==> src/hdl/ngp_pkg.sv <==
// ----------------------------------------------------------------------------
// ngp_pkg
// Shared types, command codes and the sentence grammar tables of the GGA parser.
// ----------------------------------------------------------------------------
`default_nettype none

package ngp_pkg;

    localparam logic [1:0] CMD_START = 2'd0;
    localparam logic [1:0] CMD_BYTE  = 2'd1;
    localparam logic [1:0] CMD_EMIT  = 2'd2;

    localparam logic [1:0] KIND_LIT  = 2'd0;
    localparam logic [1:0] KIND_TIME = 2'd1;
    localparam logic [1:0] KIND_NUM  = 2'd2;
    localparam logic [1:0] KIND_CHR  = 2'd3;

    localparam logic [4:0] STEP_DONE = 5'd22;
    localparam int         NUM_SLOTS = 10;

    localparam logic [7:0] CHAR_DOLLAR  = 8'h24;
    localparam logic [7:0] CHAR_NEWLINE = 8'h0A;
    localparam logic [7:0] CHAR_COMMA   = 8'h2C;
    localparam logic [7:0] CHAR_POINT   = 8'h2E;
    localparam logic [7:0] CHAR_ZERO    = 8'h30;
    localparam logic [7:0] CHAR_NINE    = 8'h39;

    typedef struct packed {
        logic [1:0] kind;
        logic [7:0] data;
    } cmd_t;

    typedef struct packed {
        logic       parse_ok;
        logic [6:0] lat_degrees;
        logic [6:0] lat_minutes;
        logic [6:0] lat_minute_frac_hi;
        logic [6:0] lat_minute_frac_lo;
        logic [7:0] lat_hemisphere;
        logic [9:0] lon_degrees;
        logic [6:0] lon_minutes;
        logic [6:0] lon_minute_frac_hi;
        logic [6:0] lon_minute_frac_lo;
        logic [7:0] lon_hemisphere;
    } res_t;

    function automatic logic [1:0] step_kind(input logic [4:0] step);
        logic [1:0] k;
        case (step)
            5'd6:                              k = KIND_TIME;
            5'd7, 5'd8, 5'd10, 5'd11,
            5'd15, 5'd16, 5'd18, 5'd19:        k = KIND_NUM;
            5'd13, 5'd21:                      k = KIND_CHR;
            default:                           k = KIND_LIT;
        endcase
        return k;
    endfunction

    function automatic logic [7:0] step_char(input logic [4:0] step);
        logic [7:0] c;
        case (step)
            5'd0, 5'd2, 5'd3: c = 8'h47;
            5'd1:             c = 8'h50;
            5'd4:             c = 8'h41;
            5'd9, 5'd17:      c = CHAR_POINT;
            default:          c = CHAR_COMMA;
        endcase
        return c;
    endfunction

    function automatic logic [3:0] step_slot(input logic [4:0] step);
        logic [3:0] s;
        case (step)
            5'd8:    s = 4'd1;
            5'd10:   s = 4'd2;
            5'd11:   s = 4'd3;
            5'd13:   s = 4'd4;
            5'd15:   s = 4'd5;
            5'd16:   s = 4'd6;
            5'd18:   s = 4'd7;
            5'd19:   s = 4'd8;
            5'd21:   s = 4'd9;
            default: s = 4'd0;
        endcase
        return s;
    endfunction

    function automatic logic [2:0] step_max(input logic [4:0] step);
        logic [2:0] m;
        case (step)
            5'd15:   m = 3'd3;
            default: m = 3'd2;
        endcase
        return m;
    endfunction

endpackage

`default_nettype wire

==> src/hdl/ngp_front.sv <==
// ----------------------------------------------------------------------------
// ngp_front
// Sentence framing: finds the start character, counts the body against the
// length limit and turns '$', newline and body bytes within it into commands.
// ----------------------------------------------------------------------------
`default_nettype none

module ngp_front (
    input  wire logic        clk,
    input  wire logic        rst_n,
    input  wire logic        rx_valid,
    input  wire logic [7:0]  rx_byte,
    output logic             rx_stall,
    input  wire logic [7:0]  max_len,
    input  wire logic        q_full,
    output logic             push,
    output ngp_pkg::cmd_t    cmd
);
    import ngp_pkg::*;

    logic       frame_reg;
    logic       frame_next;
    logic [7:0] len_reg;
    logic [7:0] len_next;
    logic [8:0] len_inc;
    logic       accept;

    assign rx_stall = q_full;
    assign accept   = rx_valid && !q_full;
    assign len_inc  = {1'b0, len_reg} + 9'd1;

    always_comb
    begin
        frame_next = frame_reg;
        len_next   = len_reg;
        push       = 1'b0;
        cmd.kind   = CMD_BYTE;
        cmd.data   = rx_byte;
        if (accept)
        begin
            if (rx_byte == CHAR_DOLLAR)
            begin
                push       = 1'b1;
                cmd.kind   = CMD_START;
                frame_next = (max_len != 8'd0);
                len_next   = 8'd0;
            end
            else if (frame_reg)
            begin
                if (rx_byte == CHAR_NEWLINE)
                begin
                    push       = 1'b1;
                    cmd.kind   = CMD_EMIT;
                    frame_next = 1'b0;
                end
                else if (len_inc >= {1'b0, max_len})
                begin
                    frame_next = 1'b0;
                    len_next   = 8'd0;
                end
                else
                begin
                    push     = 1'b1;
                    len_next = len_inc[7:0];
                end
            end
        end
    end

    always_ff @(posedge clk or negedge rst_n)
    begin
        if (!rst_n)
        begin
            frame_reg <= 1'b0;
            len_reg   <= 8'd0;
        end
        else
        begin
            frame_reg <= frame_next;
            len_reg   <= len_next;
        end
    end

endmodule

`default_nettype wire

==> src/hdl/ngp_queue.sv <==
// ----------------------------------------------------------------------------
// ngp_queue
// Small command queue between the framing front and the parsing back.
// ----------------------------------------------------------------------------
`default_nettype none

module ngp_queue #(
    parameter int DEPTH = 4
) (
    input  wire logic        clk,
    input  wire logic        rst_n,
    input  wire logic        push,
    input  wire ngp_pkg::cmd_t push_cmd,
    output logic             full,
    output logic             head_valid,
    output ngp_pkg::cmd_t    head_cmd,
    input  wire logic        pop
);
    import ngp_pkg::*;

    localparam int PW = (DEPTH > 1) ? $clog2(DEPTH) : 1;
    localparam int CW = $clog2(DEPTH + 1);

    cmd_t          mem_reg [DEPTH];
    logic [PW-1:0] wr_ptr_reg;
    logic [PW-1:0] rd_ptr_reg;
    logic [CW-1:0] count_reg;
    logic          do_push;
    logic          do_pop;

    assign full       = (count_reg == CW'(DEPTH));
    assign head_valid = (count_reg != '0);
    assign head_cmd   = mem_reg[rd_ptr_reg];
    assign do_push    = push && !full;
    assign do_pop     = pop && head_valid;

    function automatic logic [PW-1:0] wrap_inc(input logic [PW-1:0] p);
        return (p == PW'(DEPTH - 1)) ? '0 : p + PW'(1);
    endfunction

    always_ff @(posedge clk)
    begin
        if (do_push)
        begin
            mem_reg[wr_ptr_reg] <= push_cmd;
        end
    end

    always_ff @(posedge clk or negedge rst_n)
    begin
        if (!rst_n)
        begin
            wr_ptr_reg <= '0;
            rd_ptr_reg <= '0;
            count_reg  <= '0;
        end
        else
        begin
            if (do_push)
            begin
                wr_ptr_reg <= wrap_inc(wr_ptr_reg);
            end
            if (do_pop)
            begin
                rd_ptr_reg <= wrap_inc(rd_ptr_reg);
            end
            if (do_push && !do_pop)
            begin
                count_reg <= count_reg + CW'(1);
            end
            else if (do_pop && !do_push)
            begin
                count_reg <= count_reg - CW'(1);
            end
        end
    end

endmodule

`default_nettype wire

==> src/hdl/ngp_back.sv <==
// ----------------------------------------------------------------------------
// ngp_back
// GGA body matcher: walks the grammar one byte per command, accumulates the
// ten position values and holds each finished result in an output register.
// ----------------------------------------------------------------------------
`default_nettype none

module ngp_back (
    input  wire logic        clk,
    input  wire logic        rst_n,
    input  wire logic        head_valid,
    input  wire ngp_pkg::cmd_t head_cmd,
    output logic             pop,
    output logic             res_valid,
    input  wire logic        res_stall,
    output ngp_pkg::res_t    res
);
    import ngp_pkg::*;

    logic [4:0] step_reg;
    logic [4:0] step_next;
    logic [1:0] dc_reg;
    logic [1:0] dc_next;
    logic       failed_reg;
    logic       failed_next;
    logic [9:0] held_reg [NUM_SLOTS];
    logic       out_valid_reg;
    res_t       res_reg;
    res_t       res_next;

    logic [7:0]  c;
    logic        is_digit;
    logic [1:0]  kind;
    logic [3:0]  slot;
    logic [4:0]  step2;
    logic [9:0]  base;
    logic [13:0] acc;
    logic [2:0]  dc_inc;
    logic        wr_en;
    logic [3:0]  wr_slot;
    logic [9:0]  wr_val;
    logic        emit_ok;
    logic        do_pop;

    assign c        = head_cmd.data;
    assign is_digit = (c >= CHAR_ZERO) && (c <= CHAR_NINE);
    assign kind     = step_kind(step_reg);
    assign slot     = step_slot(step_reg);
    assign step2    = step_reg + 5'd1;
    assign base     = (dc_reg == 2'd0) ? 10'd0 : held_reg[slot];
    assign acc      = 14'(base) * 14'd10 + 14'(c - CHAR_ZERO);
    assign dc_inc   = {1'b0, dc_reg} + 3'd1;
    assign emit_ok  = !failed_reg && (step_reg == STEP_DONE);

    assign pop       = head_valid && !((head_cmd.kind == CMD_EMIT) && out_valid_reg && res_stall);
    assign do_pop    = pop;
    assign res_valid = out_valid_reg;
    assign res       = res_reg;

    always_comb
    begin
        step_next   = step_reg;
        dc_next     = dc_reg;
        failed_next = failed_reg;
        wr_en       = 1'b0;
        wr_slot     = slot;
        wr_val      = acc[9:0];
        if (c == 8'd0)
        begin
            if (step_reg != STEP_DONE)
            begin
                failed_next = 1'b1;
            end
        end
        else if (!failed_reg && (step_reg < STEP_DONE))
        begin
            case (kind)
                KIND_LIT:
                begin
                    if (c == step_char(step_reg))
                    begin
                        step_next = step2;
                    end
                    else
                    begin
                        failed_next = 1'b1;
                    end
                end
                KIND_TIME:
                begin
                    if (is_digit)
                    begin
                        dc_next = dc_reg | 2'b01;
                    end
                    else if ((c == CHAR_POINT) && !dc_reg[1])
                    begin
                        dc_next = dc_reg | 2'b10;
                    end
                    else if ((c == CHAR_COMMA) && dc_reg[0])
                    begin
                        step_next = step2;
                        dc_next   = 2'd0;
                    end
                    else
                    begin
                        failed_next = 1'b1;
                    end
                end
                KIND_CHR:
                begin
                    wr_en     = 1'b1;
                    wr_val    = {2'b00, c};
                    step_next = step2;
                end
                default:
                begin
                    if (is_digit)
                    begin
                        wr_en = 1'b1;
                        if (dc_inc >= step_max(step_reg))
                        begin
                            step_next = step2;
                            dc_next   = 2'd0;
                        end
                        else
                        begin
                            dc_next = dc_inc[1:0];
                        end
                    end
                    else if (dc_reg == 2'd0)
                    begin
                        failed_next = 1'b1;
                    end
                    else
                    begin
                        // The field ended early; the same byte is matched
                        // against the element that follows it.
                        dc_next = 2'd0;
                        case (step_kind(step2))
                            KIND_LIT:
                            begin
                                if (c == step_char(step2))
                                begin
                                    step_next = step2 + 5'd1;
                                end
                                else
                                begin
                                    step_next   = step2;
                                    failed_next = 1'b1;
                                end
                            end
                            KIND_CHR:
                            begin
                                wr_en     = 1'b1;
                                wr_slot   = step_slot(step2);
                                wr_val    = {2'b00, c};
                                step_next = step2 + 5'd1;
                            end
                            default:
                            begin
                                step_next   = step2;
                                failed_next = 1'b1;
                            end
                        endcase
                    end
                end
            endcase
        end
    end

    always_comb
    begin
        res_next                    = '0;
        res_next.parse_ok           = emit_ok;
        if (emit_ok)
        begin
            res_next.lat_degrees        = held_reg[0][6:0];
            res_next.lat_minutes        = held_reg[1][6:0];
            res_next.lat_minute_frac_hi = held_reg[2][6:0];
            res_next.lat_minute_frac_lo = held_reg[3][6:0];
            res_next.lat_hemisphere     = held_reg[4][7:0];
            res_next.lon_degrees        = held_reg[5];
            res_next.lon_minutes        = held_reg[6][6:0];
            res_next.lon_minute_frac_hi = held_reg[7][6:0];
            res_next.lon_minute_frac_lo = held_reg[8][6:0];
            res_next.lon_hemisphere     = held_reg[9][7:0];
        end
    end

    always_ff @(posedge clk)
    begin
        if (do_pop && (head_cmd.kind == CMD_EMIT))
        begin
            res_reg <= res_next;
        end
    end

    always_ff @(posedge clk or negedge rst_n)
    begin
        if (!rst_n)
        begin
            step_reg      <= 5'd0;
            dc_reg        <= 2'd0;
            failed_reg    <= 1'b0;
            out_valid_reg <= 1'b0;
            for (int i = 0; i < NUM_SLOTS; i++)
            begin
                held_reg[i] <= 10'd0;
            end
        end
        else
        begin
            if (out_valid_reg && !res_stall)
            begin
                out_valid_reg <= 1'b0;
            end
            if (do_pop)
            begin
                case (head_cmd.kind)
                    CMD_START:
                    begin
                        step_reg   <= 5'd0;
                        dc_reg     <= 2'd0;
                        failed_reg <= 1'b0;
                        for (int i = 0; i < NUM_SLOTS; i++)
                        begin
                            held_reg[i] <= 10'd0;
                        end
                    end
                    CMD_BYTE:
                    begin
                        step_reg   <= step_next;
                        dc_reg     <= dc_next;
                        failed_reg <= failed_next;
                        if (wr_en)
                        begin
                            held_reg[wr_slot] <= wr_val;
                        end
                    end
                    CMD_EMIT:
                    begin
                        out_valid_reg <= 1'b1;
                    end
                    default:
                    begin
                        out_valid_reg <= out_valid_reg;
                    end
                endcase
            end
        end
    end

endmodule

`default_nettype wire

==> src/hdl/nmea_gga_position_parser.sv <==
// ----------------------------------------------------------------------------
// nmea_gga_position_parser
// Streaming GGA sentence parser with a register port for the length limit.
// ----------------------------------------------------------------------------
// Usage: serial bytes enter on rx_byte with rx_valid; a transaction completes
// at a clock edge where rx_valid is high and rx_stall is low. Bytes before
// '$' are ignored, '$' opens a sentence and a newline closes it with one
// result transaction on res_valid/res_stall carrying parse_ok and the ten
// position values (zeros when parse_ok is low). Bodies that reach max_len
// bytes are dropped without a result.
// Throughput is one byte per cycle while rx_stall is low. An accepted
// newline enters the command queue; the matcher then pops it and loads its
// output register, which holds the result, unless an earlier result is
// still stalled.
// While the receiver stalls a result, the matcher keeps consuming body bytes
// and stops only at the next newline; the queue then fills and rx_stall
// rises once QUEUE_DEPTH commands are waiting.
// Reset clears the framing, the queue, the matcher and the output valid, and
// sets max_len to 82. max_len is written over the register port at address 0.
// ----------------------------------------------------------------------------
`default_nettype none

module nmea_gga_position_parser #(
    parameter int QUEUE_DEPTH = 4
) (
    input  wire logic        clk,
    input  wire logic        rst_n,
    input  wire logic        psel,
    input  wire logic        penable,
    input  wire logic        pwrite,
    input  wire logic [0:0]  paddr,
    input  wire logic [31:0] pwdata,
    output logic      [31:0] prdata,
    output logic             pready,
    input  wire logic        rx_valid,
    output logic             rx_stall,
    input  wire logic [7:0]  rx_byte,
    output logic             res_valid,
    input  wire logic        res_stall,
    output logic             parse_ok,
    output logic      [6:0]  lat_degrees,
    output logic      [6:0]  lat_minutes,
    output logic      [6:0]  lat_minute_frac_hi,
    output logic      [6:0]  lat_minute_frac_lo,
    output logic      [7:0]  lat_hemisphere,
    output logic      [9:0]  lon_degrees,
    output logic      [6:0]  lon_minutes,
    output logic      [6:0]  lon_minute_frac_hi,
    output logic      [6:0]  lon_minute_frac_lo,
    output logic      [7:0]  lon_hemisphere
);
    import ngp_pkg::*;

    localparam logic [0:0] ADDR_MAX_LEN = 1'b0;

    logic [7:0] max_len_reg;
    logic       q_full;
    logic       q_push;
    cmd_t       q_push_cmd;
    logic       q_head_valid;
    cmd_t       q_head_cmd;
    logic       q_pop;
    res_t       res;

    assign pready = 1'b1;
    assign prdata = (paddr == ADDR_MAX_LEN) ? {24'd0, max_len_reg} : 32'd0;

    always_ff @(posedge clk or negedge rst_n)
    begin
        if (!rst_n)
        begin
            max_len_reg <= 8'd82;
        end
        else if (psel && penable && pwrite && (paddr == ADDR_MAX_LEN))
        begin
            max_len_reg <= pwdata[7:0];
        end
    end

    ngp_front u_front (
        .clk      (clk),
        .rst_n    (rst_n),
        .rx_valid (rx_valid),
        .rx_byte  (rx_byte),
        .rx_stall (rx_stall),
        .max_len  (max_len_reg),
        .q_full   (q_full),
        .push     (q_push),
        .cmd      (q_push_cmd)
    );

    ngp_queue #(
        .DEPTH (QUEUE_DEPTH)
    ) u_queue (
        .clk        (clk),
        .rst_n      (rst_n),
        .push       (q_push),
        .push_cmd   (q_push_cmd),
        .full       (q_full),
        .head_valid (q_head_valid),
        .head_cmd   (q_head_cmd),
        .pop        (q_pop)
    );

    ngp_back u_back (
        .clk        (clk),
        .rst_n      (rst_n),
        .head_valid (q_head_valid),
        .head_cmd   (q_head_cmd),
        .pop        (q_pop),
        .res_valid  (res_valid),
        .res_stall  (res_stall),
        .res        (res)
    );

    assign parse_ok           = res.parse_ok;
    assign lat_degrees        = res.lat_degrees;
    assign lat_minutes        = res.lat_minutes;
    assign lat_minute_frac_hi = res.lat_minute_frac_hi;
    assign lat_minute_frac_lo = res.lat_minute_frac_lo;
    assign lat_hemisphere     = res.lat_hemisphere;
    assign lon_degrees        = res.lon_degrees;
    assign lon_minutes        = res.lon_minutes;
    assign lon_minute_frac_hi = res.lon_minute_frac_hi;
    assign lon_minute_frac_lo = res.lon_minute_frac_lo;
    assign lon_hemisphere     = res.lon_hemisphere;

endmodule

`default_nettype wire

==> config.mk <==
export PLATFORM = sky130hd
export DESIGN_NAME = nmea_gga_position_parser
export DESIGN_NICKNAME = d
export VERILOG_FILES = /design/src/hdl/ngp_pkg.sv /design/src/hdl/ngp_front.sv /design/src/hdl/ngp_queue.sv /design/src/hdl/ngp_back.sv /design/src/hdl/nmea_gga_position_parser.sv
export SDC_FILE = /design/constraint.sdc
export NUM_CORES = 1
export LEC_CHECK = 0
export ABC_AREA = 1
export BUFFER_PORTS_ARGS = -buffer_cell sky130_fd_sc_hd__buf_2
export CELL_PAD_IN_SITES_DETAIL_PLACEMENT = 1
export CELL_PAD_IN_SITES_GLOBAL_PLACEMENT = 1
export CORE_AREA = 2 2 180 182
export CTS_CLUSTER_SIZE = 24
export DETAILED_ROUTE_END_ITERATION = 10
export DIE_AREA = 0 0 182 184
export GPL_TIMING_DRIVEN = 0
export MAX_ROUTING_LAYER = met4
export PLACE_DENSITY_LB_ADDON = 0.3
export SLEW_MARGIN = 10
export SYNTH_ARGS = -nofsm -noshare
export SYNTH_HDL_FRONTEND = slang
export SYNTH_SLANG_ARGS = --single-unit
==> constraint.sdc <==
create_clock -name clk -period 6.79 [get_ports clk]
set_input_delay 0.679 -clock clk [delete_from_list [all_inputs] [get_ports clk]]
set_output_delay 0.679 -clock clk [all_outputs]
set_load 0.03 [all_outputs]
==> metrics.txt <==
initial antenna violation count=0; H-tree levels=1; CP max stage delay=540 ps; placed inst area=14900 sq um; complex-gate fraction of the synthesized area=0.0934; pre-CTS WS=41.1 ps; largest area contributor in the netlist=edfxtp_1; clock share of power=0.236; Crit path arrival time=6820 ps; gr ovfl total=0; number of flip-flops in the largest register=91; Via-to-Cell Ratio=5.38; maximum vdd drop=0.295 mV; nets@finish=1926; Synth Area in Adders=0.0575; buffer depth of the longest clock path=3; Leakage=0.00745 uW; top post-synthesis cells by area=edfxtp_1 25%, dfrtp_1 22%, nand2_1 10%; GRT Util Overall=0.262; reg2reg path depth=32; WL per Instance=around 19 um; fillcell total=3869; Power Total=6490 uW; RSZ-0062 raised after global routing=no; CTS Root Cell=clkbuf_16; IO Pins=roughly 160; clk_lat worst skew=560 ps; Main synth FF type=dfrtp_1; reg2reg start=u_back.step_reg[0]; EDFF count, synth=116; # port buffers=approximately 110; Final setup viols=0; Achievable Freq=about 0.16 GHz; most frequent CP cell=nand2_1; Synth Register Bits=between 200 and 250; largest family of logic cells by synthesized area=simple AND/OR/NAND/NOR gates; Crit Reg-Reg Endpoint=u_back.held_reg[87]; vias in the first global route=between 10000 and 15000; post-route worst hold slack=between 40 and 50 ps; Pwr Density=410 nW/um^2; switching power=between 2000 and 3000 uW; fraction of registers with async set/reset=0.517; crit path max fanout=10; row count=65; final setup margin=415 ps; period utilization=0.939; die height=184 um; CTS tree=done; layout cell share with drive strength beyond 1=0.151; Fin Clk Skew=18.6 ps; Switching Share=0.454; post-route cell area=15800 sq um; total wire length=42700 um; CP Data Required Time=7230 ps; die footprint=33500 sq um; Avg Cell Area, Syn=about 8.3 sq um; Max-cap violations=0; Reg clk slew, reported paths=60 ps; Comb pwr share=0.455; drt drc=0; Slowest-stage cell, CP=dfrtp_1; largest net degree at the start of global routing=87; Internal=3540 uW; first drt pass iteration count=5; DR vias=12000; # diodes=0; post-route ant nets=0; final hold violation count=0; CP startpoint kind=flip-flop; Synth Area in Simple Gates=0.255; synth unique cells=59; CP Class=reg2reg; CTS Sinks=240; cell count after synthesis=1655; mux share of post-synthesis cell area=0.00156; Rel. slew slack=0.315; status=complete, no violations; Final GP Congestion=just under 0.9; Slew Viols, Final=0; Seq pwr share=0.309; Final Critical Period=6370 ps; core area=roughly 31000 sq um; Crit. End Element=flip-flop; Hold WC Path Type=in2async; Layout area overhead=15.6%; HPWL Detailed=31600 um; setup tns final=0 ps; top cell type's share of synthesized area=0.255; first-pass GRT wire length=67500 um; r2r setup slk=420 ps; Num CTS Buffers=27; Cell Area, Synth=13700 sq um; YS warnings=0; post-synthesis xor/xnor area fraction=0.0141; Initial Util=0.435; Chip Width=182 um; Worst Max-Slew Pin Slew=approximately 1000 ps; 1st-iter DRT viols=between 800 and 900; Seq/Total Area, Yosys=0.482
## per-stage QoR
step / util / std cells
6_report: 0.503 / 2240
5_1_grt: 0.503 / 2240
4_1_cts: 0.503 / 2240
3_5_place_dp: 0.473 / 2190
3_3_place_gp: 0.471 / 2188
2_1_floorplan: - / 1678
## synth_stat cells, drive strengths merged (2+ instances only)
library cell / n
a21o: 2
a21oi: 78
a221oi: 2
a31oi: 2
buf: 55
clkbuf: 20
clkinv: 8
conb: 2
dfrtp: 121
dfstp: 3
edfxtp: 116
fa: 3
ha: 58
inv: 222
nand2: 393
nand3: 190
nand3b: 2
nand4: 17
nor2: 171
nor3: 13
nor4: 3
o2111ai: 2
o211ai: 14
o21ai: 110
o22ai: 8
or2: 4
xnor2: 5
xor2: 17
## cells in the final DEF, fill, tap and decap left out, types with 4 or more instances in the layout
cell,instances
nand2_1,372
inv_1,203
nand3_1,181
nor2_1,161
dfrtp_1,121
buf_2,120
edfxtp_1,116
a21oi_1,78
o21ai_0,66
ha_1,58
o21ai_1,37
buf_4,32
clkbuf_16,27
clkbuf_1,25
conb_1,25
nand2_2,18
inv_2,17
xor2_1,17
nand4_1,17
o211ai_1,14
nor3_1,11
clkinv_1,10
o22ai_1,8
buf_1,8
nand3_2,7
nor2_2,6
o21ai_2,6
xnor2_1,5
clkinv_2,5
nor2_4,4
or2_2,4
bufinv_16,4
## critical path: cells and delay by family (launching register included)
family / cells / cell delay (ps)
simple gates: 14 / 1990
fa+ha+maj: 5 / 1590
buf+inv: 8 / 1520
compound gates: 5 / 610
flops: 1 / 540
## worst max path at each step
| stage | slack, ps | cells after the start | end | start |
|---|---|---|---|---|
| 4_1_cts | 40 | 31 | u_back.held_reg[87] | u_back.step_reg[0] |
| 6_report | 420 | 32 | u_back.held_reg[87] | u_back.step_reg[0] |
| 5_1_grt | 70 | 32 | u_back.held_reg[57] | u_back.step_reg[0] |
| 3_5_place_dp | 40 | 25 | u_back.held_reg[35] | u_back.step_reg[0] |
| 3_3_place_gp | 110 | 25 | u_back.held_reg[65] | u_back.step_reg[0] |
| 2_1_floorplan | 1840 | 31 | u_back.held_reg[57] | u_back.step_reg[0] |
## final cells by class
cell class,count,area [sq um],share of cell area
Inverter,230,870,0.0550
Timing Repair Buffer,110,602,0.0381
Sequential cell,240,6590,0.417
Buffer,75,437,0.0276
Clock inverter,13,180,0.0114
Clock buffer,37,733,0.0464
Tap cell,402,503,0.0318
Multi-Input combinational cell,1133,5890,0.373
## power groups by stage
stage	Combinational, uW	Clock, uW	Sequential (uW)
after floorplan	1650	0	2320
final	2950	1530	2000
after global placement	2760	0	2030
after detailed placement	2910	0	2040
after CTS	2940	1550	2010
after global routing	3210	1610	2030
## cell families (layout without fill, tap and decap cells)
group / count (synthesis) / in the layout
flip-flops: 240 / 240
AND/OR/NAND/NOR: 796 / 796
adder cells (fa/ha/maj): 61 / 61
buffers and inverters: 305 / 465
other: 2 / 25
XOR/XNOR: 22 / 22
AO/OA/AOI/OAI: 227 / 227
multiplexers: 2 / 2
## per-layer routing
layer	vias to the layer above	track usage	routed length (um)
li1	5692	-	-
met1	5955	0.312	18000
met2	305	0.465	21500
met3	92	0.0265	1630
met4	0	0.0906	1560
met5	-	-	0
## timing repair
item	in CTS	in global routing
resized for setup	1	11
pin swaps	0	0
endpoints found under the hold margin	0	0
endpoints found under the setup margin	1	39
buffers inserted	0	0
hold buffers	0	0
(Power assumes the default switching activity.)
